==> src/fcgi_pkg.sv <==
package fcgi_pkg;

  // Record types and flags
  localparam logic [7:0] RecBegin  = 8'd1;
  localparam logic [7:0] RecParams = 8'd4;
  localparam logic [7:0] RecStdin  = 8'd5;
  localparam int unsigned KeepConnBit = 0;
  localparam int unsigned LongLenBit  = 7;

  typedef enum logic [2:0] {
    KIND_PAIR_HDR = 3'd0,
    KIND_NAME     = 3'd1,
    KIND_VALUE    = 3'd2,
    KIND_BODY     = 3'd3,
    KIND_PEND     = 3'd4,
    KIND_REQ_DONE = 3'd5
  } kind_e;

  // One result item (93 bits); kind goes out on tuser, last_of_field on tlast
  typedef struct packed {
    logic        truncated;
    logic        close_conn;
    logic        keep_alive_out;
    logic [15:0] req_id;
    logic        last_of_field;
    logic [30:0] value_length;
    logic [30:0] name_length;
    logic [7:0]  data_byte;
    kind_e       kind;
  } result_t;

  localparam int unsigned ResultW = $bits(result_t);
  // Fields left for tdata: 89 bits, padded to 96
  localparam int unsigned TDataW = ResultW - $bits(kind_e) - 1;
  localparam int unsigned OutDataW = ((TDataW + 7) / 8) * 8;

endpackage

==> src/fastcgi_record_deframer.sv <==
// FastCGI record deframer.
// Input: s_axis_* carries one connection byte per item (tdata[7:0] = in_byte).
// Output: m_axis_* carries one decoded result per item: pair header, name,
// value or body byte, params end, or request done. tuser holds the kind,
// tlast marks the final byte of a name or value, tdata the other fields.
// Throughput: one byte per cycle sustained while the queue has space;
// bytes that produce no result (header, padding, skipped records) are
// still taken at one per cycle. A result is held in the decoder's output
// register, then passes through the two-entry queue to the output port.
// When the receiver stalls the queue fills, the decoder holds its register
// and s_axis_tready drops until space opens; nothing is lost.
// Reset clears all framing state; the first byte after reset starts a
// record header. After a request done without keep-alive the block stays
// closed: bytes are accepted and dropped until the next reset.
module fastcgi_record_deframer import fcgi_pkg::*; (
  input  logic                clk_i,
  input  logic                rst_ni,
  input  logic                s_axis_tvalid,
  output logic                s_axis_tready,
  input  logic [7:0]          s_axis_tdata,  // [7:0] in_byte
  output logic                m_axis_tvalid,
  input  logic                m_axis_tready,
  // [7:0] data_byte, [38:8] name_length, [69:39] value_length,
  // [85:70] req_id, [86] keep_alive_out, [87] close_conn, [88] truncated,
  // [95:89] zero
  output logic [OutDataW-1:0] m_axis_tdata,
  output logic [2:0]          m_axis_tuser,  // [2:0] kind
  output logic                m_axis_tlast   // last_of_field
);

  logic    f_valid, q_ready;
  result_t f_res, q_res;

  fcgi_front u_front (
    .clk_i       (clk_i),
    .rst_ni      (rst_ni),
    .byte_valid_i(s_axis_tvalid),
    .byte_ready_o(s_axis_tready),
    .byte_i      (s_axis_tdata),
    .res_valid_o (f_valid),
    .res_ready_i (q_ready),
    .res_o       (f_res)
  );

  fcgi_queue u_queue (
    .clk_i     (clk_i),
    .rst_ni    (rst_ni),
    .wr_valid_i(f_valid),
    .wr_ready_o(q_ready),
    .wr_data_i (f_res),
    .rd_valid_o(m_axis_tvalid),
    .rd_ready_i(m_axis_tready),
    .rd_data_o (q_res)
  );

  // Output packing
  assign m_axis_tuser = q_res.kind;
  assign m_axis_tlast = q_res.last_of_field;
  assign m_axis_tdata = {{(OutDataW - TDataW){1'b0}},
                         q_res.truncated, q_res.close_conn, q_res.keep_alive_out,
                         q_res.req_id, q_res.value_length, q_res.name_length,
                         q_res.data_byte};

endmodule

==> src/fcgi_front.sv <==
// Front end: record framing and pair decoding, one byte per cycle while res_ready_i is high.
module fcgi_front import fcgi_pkg::*; (
  input  logic    clk_i,
  input  logic    rst_ni,
  input  logic    byte_valid_i,
  output logic    byte_ready_o,
  input  logic [7:0] byte_i,
  output logic    res_valid_o,
  input  logic    res_ready_i,
  output result_t res_o
);

  typedef enum logic [1:0] {
    PH_NLEN, PH_VLEN, PH_NAME, PH_VALUE
  } phase_e;

  logic [2:0]  hdr_idx_q, hdr_idx_d;
  logic [7:0]  rkind_q, rkind_d;
  logic [15:0] rid_q, rid_d;
  logic [15:0] cleft_q, cleft_d;
  logic [15:0] coff_q, coff_d;
  logic [7:0]  pad_q, pad_d;
  logic        ka_q, ka_d;
  logic        closed_q, closed_d;
  logic        body_q, body_d;
  phase_e      ph_q, ph_d;
  logic [1:0]  lbi_q, lbi_d;
  logic [31:0] acc_q, acc_d;
  logic [30:0] nleft_q, nleft_d;
  logic [30:0] vleft_q, vleft_d;

  logic    fire;
  logic    emit;
  result_t res;
  logic    len_done;
  logic [30:0] len_val;
  logic [31:0] acc_sh;

  assign byte_ready_o = res_ready_i;
  assign fire = byte_valid_i && byte_ready_o;
  assign acc_sh = {acc_q[23:0], byte_i};

  // Length field decoder (1 or 4 bytes)
  always_comb begin
    len_done = 1'b0;
    len_val  = '0;
    lbi_d    = lbi_q;
    acc_d    = acc_q;
    if (lbi_q == 2'd0) begin
      if (!byte_i[LongLenBit]) begin
        len_done = 1'b1;
        len_val  = {23'd0, byte_i};
      end else begin
        acc_d = {24'd0, byte_i};
        lbi_d = 2'd1;
      end
    end else begin
      acc_d = acc_sh;
      if (lbi_q == 2'd3) begin
        lbi_d    = 2'd0;
        len_done = 1'b1;
        len_val  = acc_sh[30:0];
      end else begin
        lbi_d = lbi_q + 2'd1;
      end
    end
  end

  // Main framing and pair logic
  always_comb begin
    logic [30:0] dec;
    logic [15:0] cl_n;
    logic [7:0]  pd_n;
    hdr_idx_d = hdr_idx_q; rkind_d = rkind_q; rid_d = rid_q;
    cleft_d = cleft_q; coff_d = coff_q; pad_d = pad_q; ka_d = ka_q;
    closed_d = closed_q; body_d = body_q; ph_d = ph_q;
    nleft_d = nleft_q; vleft_d = vleft_q;
    emit = 1'b0;
    res = '0;
    dec = '0;
    cl_n = cleft_q;
    pd_n = pad_q;
    if (!closed_q && !body_q) begin
      unique case (hdr_idx_q)
        3'd1: rkind_d = byte_i;
        3'd2: rid_d = {byte_i, rid_q[7:0]};
        3'd3: rid_d = {rid_q[15:8], byte_i};
        3'd4: cleft_d = {byte_i, cleft_q[7:0]};
        3'd5: cleft_d = {cleft_q[15:8], byte_i};
        3'd6: pad_d = byte_i;
        default: ;
      endcase
      hdr_idx_d = hdr_idx_q + 3'd1;
      if (hdr_idx_q == 3'd7) begin
        coff_d = '0;
        body_d = (cleft_q != 0) || (pad_q != 0);
        res.req_id = rid_q;
        if (rkind_q == RecBegin) begin
          ka_d = 1'b0;
          ph_d = PH_NLEN; nleft_d = '0; vleft_d = '0;
        end else if (cleft_q == 0 && rkind_q == RecParams) begin
          emit = 1'b1;
          res.kind = KIND_PEND;
          res.truncated = (ph_q != PH_NLEN) || (lbi_q != 2'd0);
          ph_d = PH_NLEN; nleft_d = '0; vleft_d = '0;
        end else if (cleft_q == 0 && rkind_q == RecStdin) begin
          emit = 1'b1;
          res.kind = KIND_REQ_DONE;
          res.keep_alive_out = ka_q;
          res.close_conn = !ka_q;
          closed_d = !ka_q;
          ph_d = PH_NLEN; nleft_d = '0; vleft_d = '0;
        end
      end
    end else if (!closed_q) begin
      res.req_id = rid_q;
      if (cleft_q != 0) begin
        if (rkind_q == RecBegin) begin
          if (coff_q == 16'd2) ka_d = byte_i[KeepConnBit];
        end else if (rkind_q == RecParams) begin
          unique case (ph_q)
            PH_NLEN: if (len_done) begin
              nleft_d = len_val;
              ph_d = PH_VLEN;
            end
            PH_VLEN: if (len_done) begin
              vleft_d = len_val;
              ph_d = (nleft_q != 0) ? PH_NAME : ((len_val != 0) ? PH_VALUE : PH_NLEN);
              emit = 1'b1;
              res.kind = KIND_PAIR_HDR;
              res.name_length = nleft_q;
              res.value_length = len_val;
            end
            PH_NAME: begin
              dec = nleft_q - 31'd1;
              nleft_d = dec;
              emit = 1'b1;
              res.kind = KIND_NAME;
              res.data_byte = byte_i;
              res.last_of_field = (dec == 0);
              if (dec == 0) ph_d = (vleft_q != 0) ? PH_VALUE : PH_NLEN;
            end
            default: begin
              dec = vleft_q - 31'd1;
              vleft_d = dec;
              emit = 1'b1;
              res.kind = KIND_VALUE;
              res.data_byte = byte_i;
              res.last_of_field = (dec == 0);
              if (dec == 0) ph_d = PH_NLEN;
            end
          endcase
        end else if (rkind_q == RecStdin) begin
          emit = 1'b1;
          res.kind = KIND_BODY;
          res.data_byte = byte_i;
        end
        cl_n = cleft_q - 16'd1;
        cleft_d = cl_n;
        coff_d = coff_q + 16'd1;
      end else if (pad_q != 0) begin
        pd_n = pad_q - 8'd1;
        pad_d = pd_n;
      end
      if (cl_n == 0 && pd_n == 0) body_d = 1'b0;
    end
  end

  // Length decoder only advances on pair length phases
  logic len_upd;
  assign len_upd = !closed_q && body_q && cleft_q != 0 && rkind_q == RecParams &&
                   (ph_q == PH_NLEN || ph_q == PH_VLEN);
  logic pair_clr;
  assign pair_clr = !closed_q && !body_q && hdr_idx_q == 3'd7 &&
                    (rkind_q == RecBegin ||
                     (cleft_q == 0 && (rkind_q == RecParams || rkind_q == RecStdin)));

  always_ff @(posedge clk_i or negedge rst_ni) begin
    if (!rst_ni) begin
      hdr_idx_q <= '0; rkind_q <= '0; rid_q <= '0; cleft_q <= '0;
      coff_q <= '0; pad_q <= '0; ka_q <= 1'b0; closed_q <= 1'b0;
      body_q <= 1'b0; ph_q <= PH_NLEN; lbi_q <= '0; acc_q <= '0;
      nleft_q <= '0; vleft_q <= '0;
      res_valid_o <= 1'b0;
    end else begin
      if (res_ready_i) res_valid_o <= fire && emit;
      if (fire) begin
        hdr_idx_q <= hdr_idx_d; rkind_q <= rkind_d; rid_q <= rid_d;
        cleft_q <= cleft_d; coff_q <= coff_d; pad_q <= pad_d; ka_q <= ka_d;
        closed_q <= closed_d; body_q <= body_d; ph_q <= ph_d;
        nleft_q <= nleft_d; vleft_q <= vleft_d;
        if (pair_clr) begin
          lbi_q <= '0; acc_q <= '0;
        end else if (len_upd) begin
          lbi_q <= lbi_d; acc_q <= acc_d;
        end
      end
    end
  end

  always_ff @(posedge clk_i) begin
    if (res_ready_i) res_o <= res;
  end

endmodule

==> src/fcgi_queue.sv <==
// Two-entry queue between the decoder and the output port.
module fcgi_queue import fcgi_pkg::*; (
  input  logic    clk_i,
  input  logic    rst_ni,
  input  logic    wr_valid_i,
  output logic    wr_ready_o,
  input  result_t wr_data_i,
  output logic    rd_valid_o,
  input  logic    rd_ready_i,
  output result_t rd_data_o
);

  result_t    mem_q [2];
  logic       wp_q, rp_q;
  logic [1:0] cnt_q;
  logic       push, pop;

  assign wr_ready_o = (cnt_q != 2'd2);
  assign rd_valid_o = (cnt_q != 2'd0);
  assign rd_data_o  = mem_q[rp_q];
  assign push = wr_valid_i && wr_ready_o;
  assign pop  = rd_valid_o && rd_ready_i;

  always_ff @(posedge clk_i or negedge rst_ni) begin
    if (!rst_ni) begin
      wp_q <= 1'b0; rp_q <= 1'b0; cnt_q <= '0;
    end else begin
      if (push) wp_q <= !wp_q;
      if (pop) rp_q <= !rp_q;
      cnt_q <= cnt_q + {1'b0, push} - {1'b0, pop};
    end
  end

  always_ff @(posedge clk_i) begin
    if (push) mem_q[wp_q] <= wr_data_i;
  end

endmodule

==> config.mk <==
export PLATFORM = sky130hd
export DESIGN_NAME = fastcgi_record_deframer
export DESIGN_NICKNAME = d
export VERILOG_FILES = /design/src/fcgi_pkg.sv /design/src/fastcgi_record_deframer.sv /design/src/fcgi_front.sv /design/src/fcgi_queue.sv
export SDC_FILE = /design/constraint.sdc
export NUM_CORES = 1
export LEC_CHECK = 0
export ABC_AREA = 0
export BUFFER_PORTS_ARGS = -buffer_cell sky130_fd_sc_hd__buf_2
export CAP_MARGIN = 25
export CELL_PAD_IN_SITES_DETAIL_PLACEMENT = 0
export CELL_PAD_IN_SITES_GLOBAL_PLACEMENT = 2
export CORE_ASPECT_RATIO = 1.4
export CORE_MARGIN = 2
export CORE_UTILIZATION = 38
export CTS_CLUSTER_SIZE = 24
export DETAILED_ROUTE_END_ITERATION = 6
export HOLD_SLACK_MARGIN = 0.1
export PLACE_DENSITY = 0.76
export SLEW_MARGIN = 20
export SYNTH_ARGS = -nofsm -noshare
export SYNTH_HDL_FRONTEND = slang
export SYNTH_SLANG_ARGS = --single-unit
==> constraint.sdc <==
create_clock -name clk_i -period 7.5 [get_ports clk_i]
set_clock_uncertainty 0.15 [all_clocks]
set_input_delay 1.5 -clock clk_i [delete_from_list [all_inputs] [get_ports clk_i]]
set_output_delay 1.5 -clock clk_i [all_outputs]
set_load 0.01 [all_outputs]
==> results of run 1 <==
[critical path: cells and delay by family (launching register included)]
kind | cells | cell delay (ns)
muxes | 1 | 0.43
buffers and inverters | 2 | 0.82
DFF | 1 | 0.78
[Yosys cell counts (all sizes together), types with 6 or more instances]
library cell,number
nand2,133
o211ai,6
a32oi,9
or3,19
a21oi,84
nand2b,14
mux2i,7
ha,20
nand4,18
edfxtp,279
nand3,40
and3,18
a31oi,46
nor3b,8
mux2,119
nor2b,11
or4,18
a22oi,12
inv,34
o41ai,6
nor3,55
or2,10
o22ai,6
nor2,201
xnor2,14
o21ai,162
and2,58
a211oi,11
xor2,20
clkbuf,98
dfrtp,164
nor4,50
buf,17
nor4b,11
[per-stage QoR]
stage                     power [µW]  instances  cell area (µm²)  hold WS [ns]
after floorplan                 5892       1837            20710        0.2715
after global placement          6851       2575            21940        0.2730
after detailed placement        6921       2575            21940        0.2796
after CTS                       9271       2657            23460        0.2934
after global routing            9770       2660            23500        0.2979
final                           9183       2661            23500        0.2924
[worst max-delay path by stage]
stage               slack, ns                  startpoint  cells after the start                              end
floorplan                0.64  u_queue.cnt_q[1]$_DFF_PN0_                      4    u_queue.mem_q[0][0]$_DFFE_PP_
global placement         2.84             s_axis_tdata[7]                      9  u_front.vleft_q[20]$_DFFE_PN0P_
detailed placement       2.72             s_axis_tdata[7]                      9   u_front.vleft_q[9]$_DFFE_PN0P_
CTS                      3.04    u_queue.rp_q$_DFFE_PN0P_                      3                 m_axis_tdata[35]
global route             2.95    u_queue.rp_q$_DFFE_PN0P_                      3                 m_axis_tdata[51]
finish                   3.11    u_queue.rp_q$_DFFE_PN0P_                      3                 m_axis_tdata[51]
[registers in the layout (all words and copies together) (netlist names)]
| signal | flops |
|---|---|
| u_queue.wp_q | 1 |
| u_front.res_valid_o | 1 |
| u_queue.cnt_q | 2 |
| u_front.ph_q | 2 |
| u_queue.mem_q | 186 |
| u_front.closed_q | 1 |
| u_front.acc_q | 23 |
| u_queue.rp_q | 1 |
| u_front.coff_q | 16 |
| u_front.hdr_idx_q | 3 |
| u_front.nleft_q | 31 |
| u_front.rkind_q | 8 |
| u_front.body_q | 1 |
| u_front.lbi_q | 2 |
| u_front.vleft_q | 31 |
| u_front.res_o | 93 |
| u_front.rid_q | 16 |
| u_front.cleft_q | 16 |
| u_front.ka_q | 1 |
| u_front.pad_q | 8 |
[routing by layer]
| metal | share of wire | vias up | global-route usage |
|---|---|---|---|
| met2 | 0.52 | 383 | 0.3476 |
| met5 | 0 | - | 0 |
| met1 | 0.41 | 7281 | 0.2406 |
| li1 | - | 6900 | - |
| met4 | 0.028 | 0 | 0.06429 |
| met3 | 0.047 | 89 | 0.02532 |
[where the power goes]
part / internal (µW) / leakage [µW] / switching (µW)
combinational: 1140 / 0.00351 / 1910
clock: 1310 / 0.000724 / 1010
sequential: 3300 / 0.00489 / 511
total: 5750 / 0.00912 / 3430
[logic make-up (layout without fill, tap and decap cells)]
| group | after synthesis | after routing |
|---|---|---|
| AO/OA/AOI/OAI | 372 | 372 |
| XOR/XNOR | 34 | 34 |
| adder cells (fa/ha/maj) | 20 | 20 |
| buffers and inverters | 149 | 251 |
| flip-flops | 443 | 443 |
| multiplexers | 126 | 126 |
| other | 1 | 8 |
| AND/OR/NAND/NOR | 686 | 686 |
[final cells by class]
type                       instances  share of cell area
clock buffer                      45             0.04701
clock inverter                    37             0.01783
timing repair buffer             135             0.03391
multi-input combinational       1245              0.3261
sequential                       443              0.5312
tap                              721             0.03838
antenna                            1           0.0001065
inverter                          34            0.005430
==> key figures, run 1 <==
Run status
  – Outcome: completed

Die
  – Initial core utilization: 0.3825
  – I/O Pins: ~110
  – Die Wd: roughly 200 µm
  – Die ar.: around 0.056 mm²
  – Die height: ~280 µm
  – Core region area: between 0.05 and 0.06 mm²
  – Row Count: roughly 100

STA
  – Tmin final: 4.389 ns
  – Pins over their slew limit: 0
  – Least-Margin Pin Slew: roughly 1.0 ns
  – Final setup TNS: 0 ns
  – Final setup vio count: 0
  – Relative slew slack: 0.3059
  – RSZ-0062 raised after global routing: no
  – Fin. Hold Viols: 0
  – Fmax: about 0.23 GHz
  – Final period util: 0.5852
  – Final WS setup: between 3 and 4 ns

Cells and area
  – Nets: approximately 1900
  – Most common library cell in the layout ignoring fill and taps: edfxtp_1
  – Util after Layout: 0.4346
  – Layout cells sized above 1: 0.1831
  – Multi-input logic area: about 0.0077 mm²
  – Most frequent cells in the layout: edfxtp_1 (279), nor2_1 (199), dfrtp_1 (163)
  – Register area: 0.01249 mm²
  – # fillers: between 5000 and 6000
  – P&R area growth vs syn: 13.61%

Yosys
  – Synth top area cells: edfxtp_1 (40%), dfrtp_1 (20%), mux2_2 (6.5%)
  – Synth Flop Type: edfxtp_1
  – Async set-reset flop share out of synthesis: 0.3702
  – Syn avg cell area: between 10 and 15 µm²
  – Synth Area in Compound Gates: 0.1050
  – Post-synth EDFFs: approximately 280
  – Post-Syn Instances: between 1500 and 2000
  – Largest family of logic cells by synthesized area: simple AND/OR/NAND/NOR gates
  – Synth Register Bits: 443
  – Yosys Warn Count: 0
  – Synth unique cells: 69
  – Post-synthesis adder-cell area fraction: 0.01210
  – Post-Syn Area: 0.02069 mm²
  – Mux contribution to synthesized area: 0.06816
  – Area fraction of the dominant cell type after synthesis: 0.4050
  – Top cell type by total area after synthesis: edfxtp_1
  – Simple-gate area share of the yosys netlist: 0.1677
  – Xor and xnor area share after synthesis: 0.01439
  – Register area share after synthesis: 0.6033

Critical path
  – Required @ worst endpoint: 5.85 ns
  – Startpoint types: flop
  – Critical path class: reg2out
  – Worst reg2reg path startpoint: u_front.cleft_q[7]$_DFFE_PN0P_
  – Worst setup EP type: output pin
  – Critical path, cell by cell: buf_4 -> mux2_2 -> buf_2
  – CP max-delay cell: dfrtp_4
  – Crit Path Max Fanout: 57
  – R2r setup slk: 3.23 ns
  – Reg-to-reg endpoint: u_front.vleft_q[9]$_DFFE_PN0P_
  – Reg2Reg Depth: 8
  – Critical Path AT: about 2.7 ns
  – CP max stage delay: roughly 0.78 ns

Global routing
  – Pin count of the biggest net entering global routing: 139
  – Total GRT Usage: 0.1936
  – Initial antenna violation count: 1
  – Congestion Overflow GR: 0
  – Global-route wire length before repair: around 85000 µm
  – Vias in the first global route: between 10000 and 15000

Routing
  – Pre-Repair DR Iteration Count: 6
  – Via count: between 10000 and 15000
  – Remaining DRCs: 0
  – Antenna viol nets, final: 0
  – Iteration-0 DRC Markers: ~1100
  – Routed WL: 54720 µm
  – Wire per inst: between 20 and 25 µm
  – Vias per Instance: ~5.5

Min path
  – WHS Endpoint: u_queue.mem_q[0][67]$_DFFE_PP_
  – Hold Crit Class: reg2reg
  – Hold Crit Start: u_front.res_o[67]$_SDFFCE_PP0N_
  – Worst hold stages: 0

Clock tree
  – Root buffer cell: clkbuf_16
  – Clock Latency Late Sink: about 0.6 ns
  – Post-CTS Setup Repair Bufs: 0
  – H-tree lvl count: 2
  – CTS tree: yes
  – CTS Buffer Depth: 3
  – # clock sinks: between 400 and 500
  – Post_cts resized: 0
  – # hold bufs at CTS: 0
  – Total CTS buffers: 44
  – Reg clk slew, reported paths: roughly 0.060 ns

Power and ir drop
  – Pwr/cell area: between 300 and 400 mW/mm²
  – Lkg Pwr: slightly above 0.009 µW
  – Max VDD drop: ~190 µV

Placed design
  – PortBufs: 106
  – Pre-CTS setup slack: approximately 2.7 ns
  – HPWL Detailed: roughly 36000 µm
  – Gpl congestion: ~0.84

Flow run
  – Max Cap Viol: 0
Note: power is estimated with default switching activity, not from simulation.
==> run 2: changes to the inputs <==
==> constraint.sdc (replaced) <==
create_clock -name clk_i -period 3.7 [get_ports clk_i]
set_clock_uncertainty 0.15 [all_clocks]
set_input_delay 0.74 -clock clk_i [delete_from_list [all_inputs] [get_ports clk_i]]
set_output_delay 0.74 -clock clk_i [all_outputs]
set_load 0.01 [all_outputs]
==> run 2 against run 1 <==
Net effect: power grew 110%; first-iteration DRC count shrank 7.1%; hold slack lost 0.015 ns; highest routed layer is now met5; wire length grew 4.7%; count of clock-buffer cells in the layout grew 6; combinational power grew 120%; register-to-register slack lost 3.1 ns.
==> key figures, run 2 (synthesis results as in run 1) <==
Clock tree
  – CTS Buffer Depth: 3
  – H-tree lvl count: 2
  – Total CTS buffers: 43
  – # clock sinks: roughly 440
  – Post-CTS Setup Repair Bufs: 0
  – Root buffer cell: clkbuf_16
  – Clock Latency Late Sink: around 0.60 ns
  – CTS tree: yes
  – Reg clk slew, reported paths: around 0.06 ns

Critical path
  – CP max-delay cell: or4_4
  – Worst setup EP type: flop
  – Reg2Reg Depth: 8
  – CP max stage delay: 0.59 ns
  – Crit Path Max Fanout: 8
  – R2r setup slk: 0.16 ns
  – Critical Path AT: 3.86 ns
  – Required @ worst endpoint: about 4 ns
  – Worst reg2reg path startpoint: u_front.vleft_q[5]$_DFFE_PN0P_
  – Critical path, cell by cell: or4_4 -> or3_1 -> o41ai_2 -> nand4_1 -> or4_1 -> o32ai_2 -> nor3_1 -> a211o_1
  – Critical path class: reg2reg
  – Reg-to-reg endpoint: u_front.ph_q[1]$_DFFE_PN0P_
  – Startpoint types: flop

Global routing
  – Global-route wire length before repair: 88460 µm
  – Pin count of the biggest net entering global routing: 70
  – Congestion Overflow GR: 0
  – Vias in the first global route: around 15000
  – Initial antenna violation count: 1
  – Total GRT Usage: 0.2011

Die
  – Die ar.: about 0.056 mm²
  – Core region area: roughly 0.054 mm²
  – Initial core utilization: 0.3825
  – Die Wd: 201.2 µm
  – Row Count: ~100
  – I/O Pins: around 110
  – Die height: about 280 µm

Placed design
  – PortBufs: 106
  – Gpl congestion: roughly 0.9
  – HPWL Detailed: about 38000 µm

Power and ir drop
  – Max VDD drop: around 400 µV
  – Pwr Total: between 15000 and 20000 µW
  – Pwr/cell area: about 800 mW/mm²
  – Lkg Pwr: around 0.0095 µW

STA
  – Relative slew slack: 0.3658
  – Fmax: around 0.28 GHz
  – Final hold slack: around 0.28 ns
  – Pins over their slew limit: 0
  – Final setup TNS: 0 ns
  – Final setup vio count: 0
  – Final period util: 0.9564
  – Tmin final: 3.539 ns
  – Fin. Hold Viols: 0
  – RSZ-0062 raised after global routing: no
  – Least-Margin Pin Slew: 0.9479 ns

Cells and area
  – Largest reg by FF count: u_queue.mem_q
  – Most frequent cells in the layout: edfxtp_1 (279), nor2_1 (199), dfrtp_1 (163)
  – Number of flip-flops in the largest register: around 190
  – P&R area growth vs syn: 16.17%
  – Most common library cell in the layout ignoring fill and taps: edfxtp_1
  – Nets: roughly 2000
  – Top Registers: u_queue.mem_q: 186 flops, u_front.res_o: 93 flops
  – Layout cells sized above 1: 0.2058

Routing
  – Routed WL: approximately 57000 µm
  – Antenna viol nets, final: 0
  – Pre-Repair DR Iteration Count: 5
  – Remaining DRCs: 0
  – Iteration-0 DRC Markers: 999
  – Via count: 14890
  – Wire per inst: 21.08 µm
  – Vias per Instance: roughly 5.5

Run status
  – Outcome: completed

Min path
  – WHS Endpoint: u_queue.mem_q[1][19]$_DFFE_PP_
  – Hold Crit Class: reg2reg
  – Hold Crit Start: u_front.res_o[19]$_SDFFCE_PP0N_
  – Worst hold stages: 0

Flow run
  – Max Cap Viol: 0
[run 2: cell count changes in the layout (fill, tap and decap cells not counted), moves of 2 or more]
| cell | previous run | this run |
|---|---|---|
| clkinv_4 | 3 | 1 |
| bufinv_16 | 6 | 9 |
| clkbuf_8 | 0 | 2 |
| buf_12 | 2 | 5 |
| buf_4 | 25 | 84 |
| clkbuf_1 | 1 | 6 |
| clkinv_1 | 5 | 3 |
| clkinvlp_4 | 8 | 2 |
[run 2: area by class of cell]
type,instances,area [µm²]
antenna,1,2.502
tap,721,902.1
timing repair buffer,196,1277
inverter,34,127.6
multi-input combinational,1246,7691
fill,5097,30050
sequential,443,12490
clock inverter,27,420.4
clock buffer,51,1126
[run 2: routing by layer]
metal	track usage	vias to the layer above	routed length, µm
met1	0.2429	7363	23390
met5	0	-	13
li1	-	7018	-
met3	0.03066	122	2345
met4	0.07919	2	2081
met2	0.3602	383	29480
[run 2: worst max-delay path by stage]
stage	start	to	slack, ns	cells after the start
2_1_floorplan	u_queue.cnt_q[1]$_DFF_PN0_	u_queue.mem_q[0][0]$_DFFE_PP_	0.14	4
3_3_place_gp	u_front.vleft_q[4]$_DFFE_PN0P_	u_front.res_o[73]$_SDFFCE_PP0N_	0.19	10
3_5_place_dp	u_front.vleft_q[5]$_DFFE_PN0P_	u_front.ph_q[1]$_DFFE_PN0P_	0.18	8
4_1_cts	u_front.vleft_q[5]$_DFFE_PN0P_	u_front.ph_q[1]$_DFFE_PN0P_	0.17	8
5_1_grt	u_front.nleft_q[0]$_DFFE_PN0P_	u_front.ph_q[1]$_DFFE_PN0P_	0.001	10
6_report	u_front.vleft_q[5]$_DFFE_PN0P_	u_front.ph_q[1]$_DFFE_PN0P_	0.16	8
[run 2: through the flow]
stage	cell area, µm²	setup WS [ns]	cells	util
4_1_cts	24000	0.1661	2716	0.4438
5_1_grt	24030	0.001271	2718	0.4443
3_5_place_dp	22450	0.1822	2637	0.4150
6_report	24030	0.1613	2719	0.4443
2_1_floorplan	20720	0.1401	1837	-
3_3_place_gp	22450	0.1939	2637	0.4150
[run 2: report_power, final]
group	switching, µW	internal [µW]	total [µW]	leakage, µW
clock	1980	2840	4820	0.000754
sequential	934	6690	7630	0.00489
combinational	4180	2650	6830	0.00382
[run 2: worst max-delay path: cells and delay by family, from the launching register on]
family,cells,cell delay (ns)
DFF,1,0.46
AOI/OAI and AO/OA,3,0.95
and+or+nand+nor,5,1.86
[run 2: timing repair]
action	CTS	global route
hold endpoints to repair	65	0
endpoints found under the setup margin	0	10
hold buffers	1	0
gates resized for setup	0	2
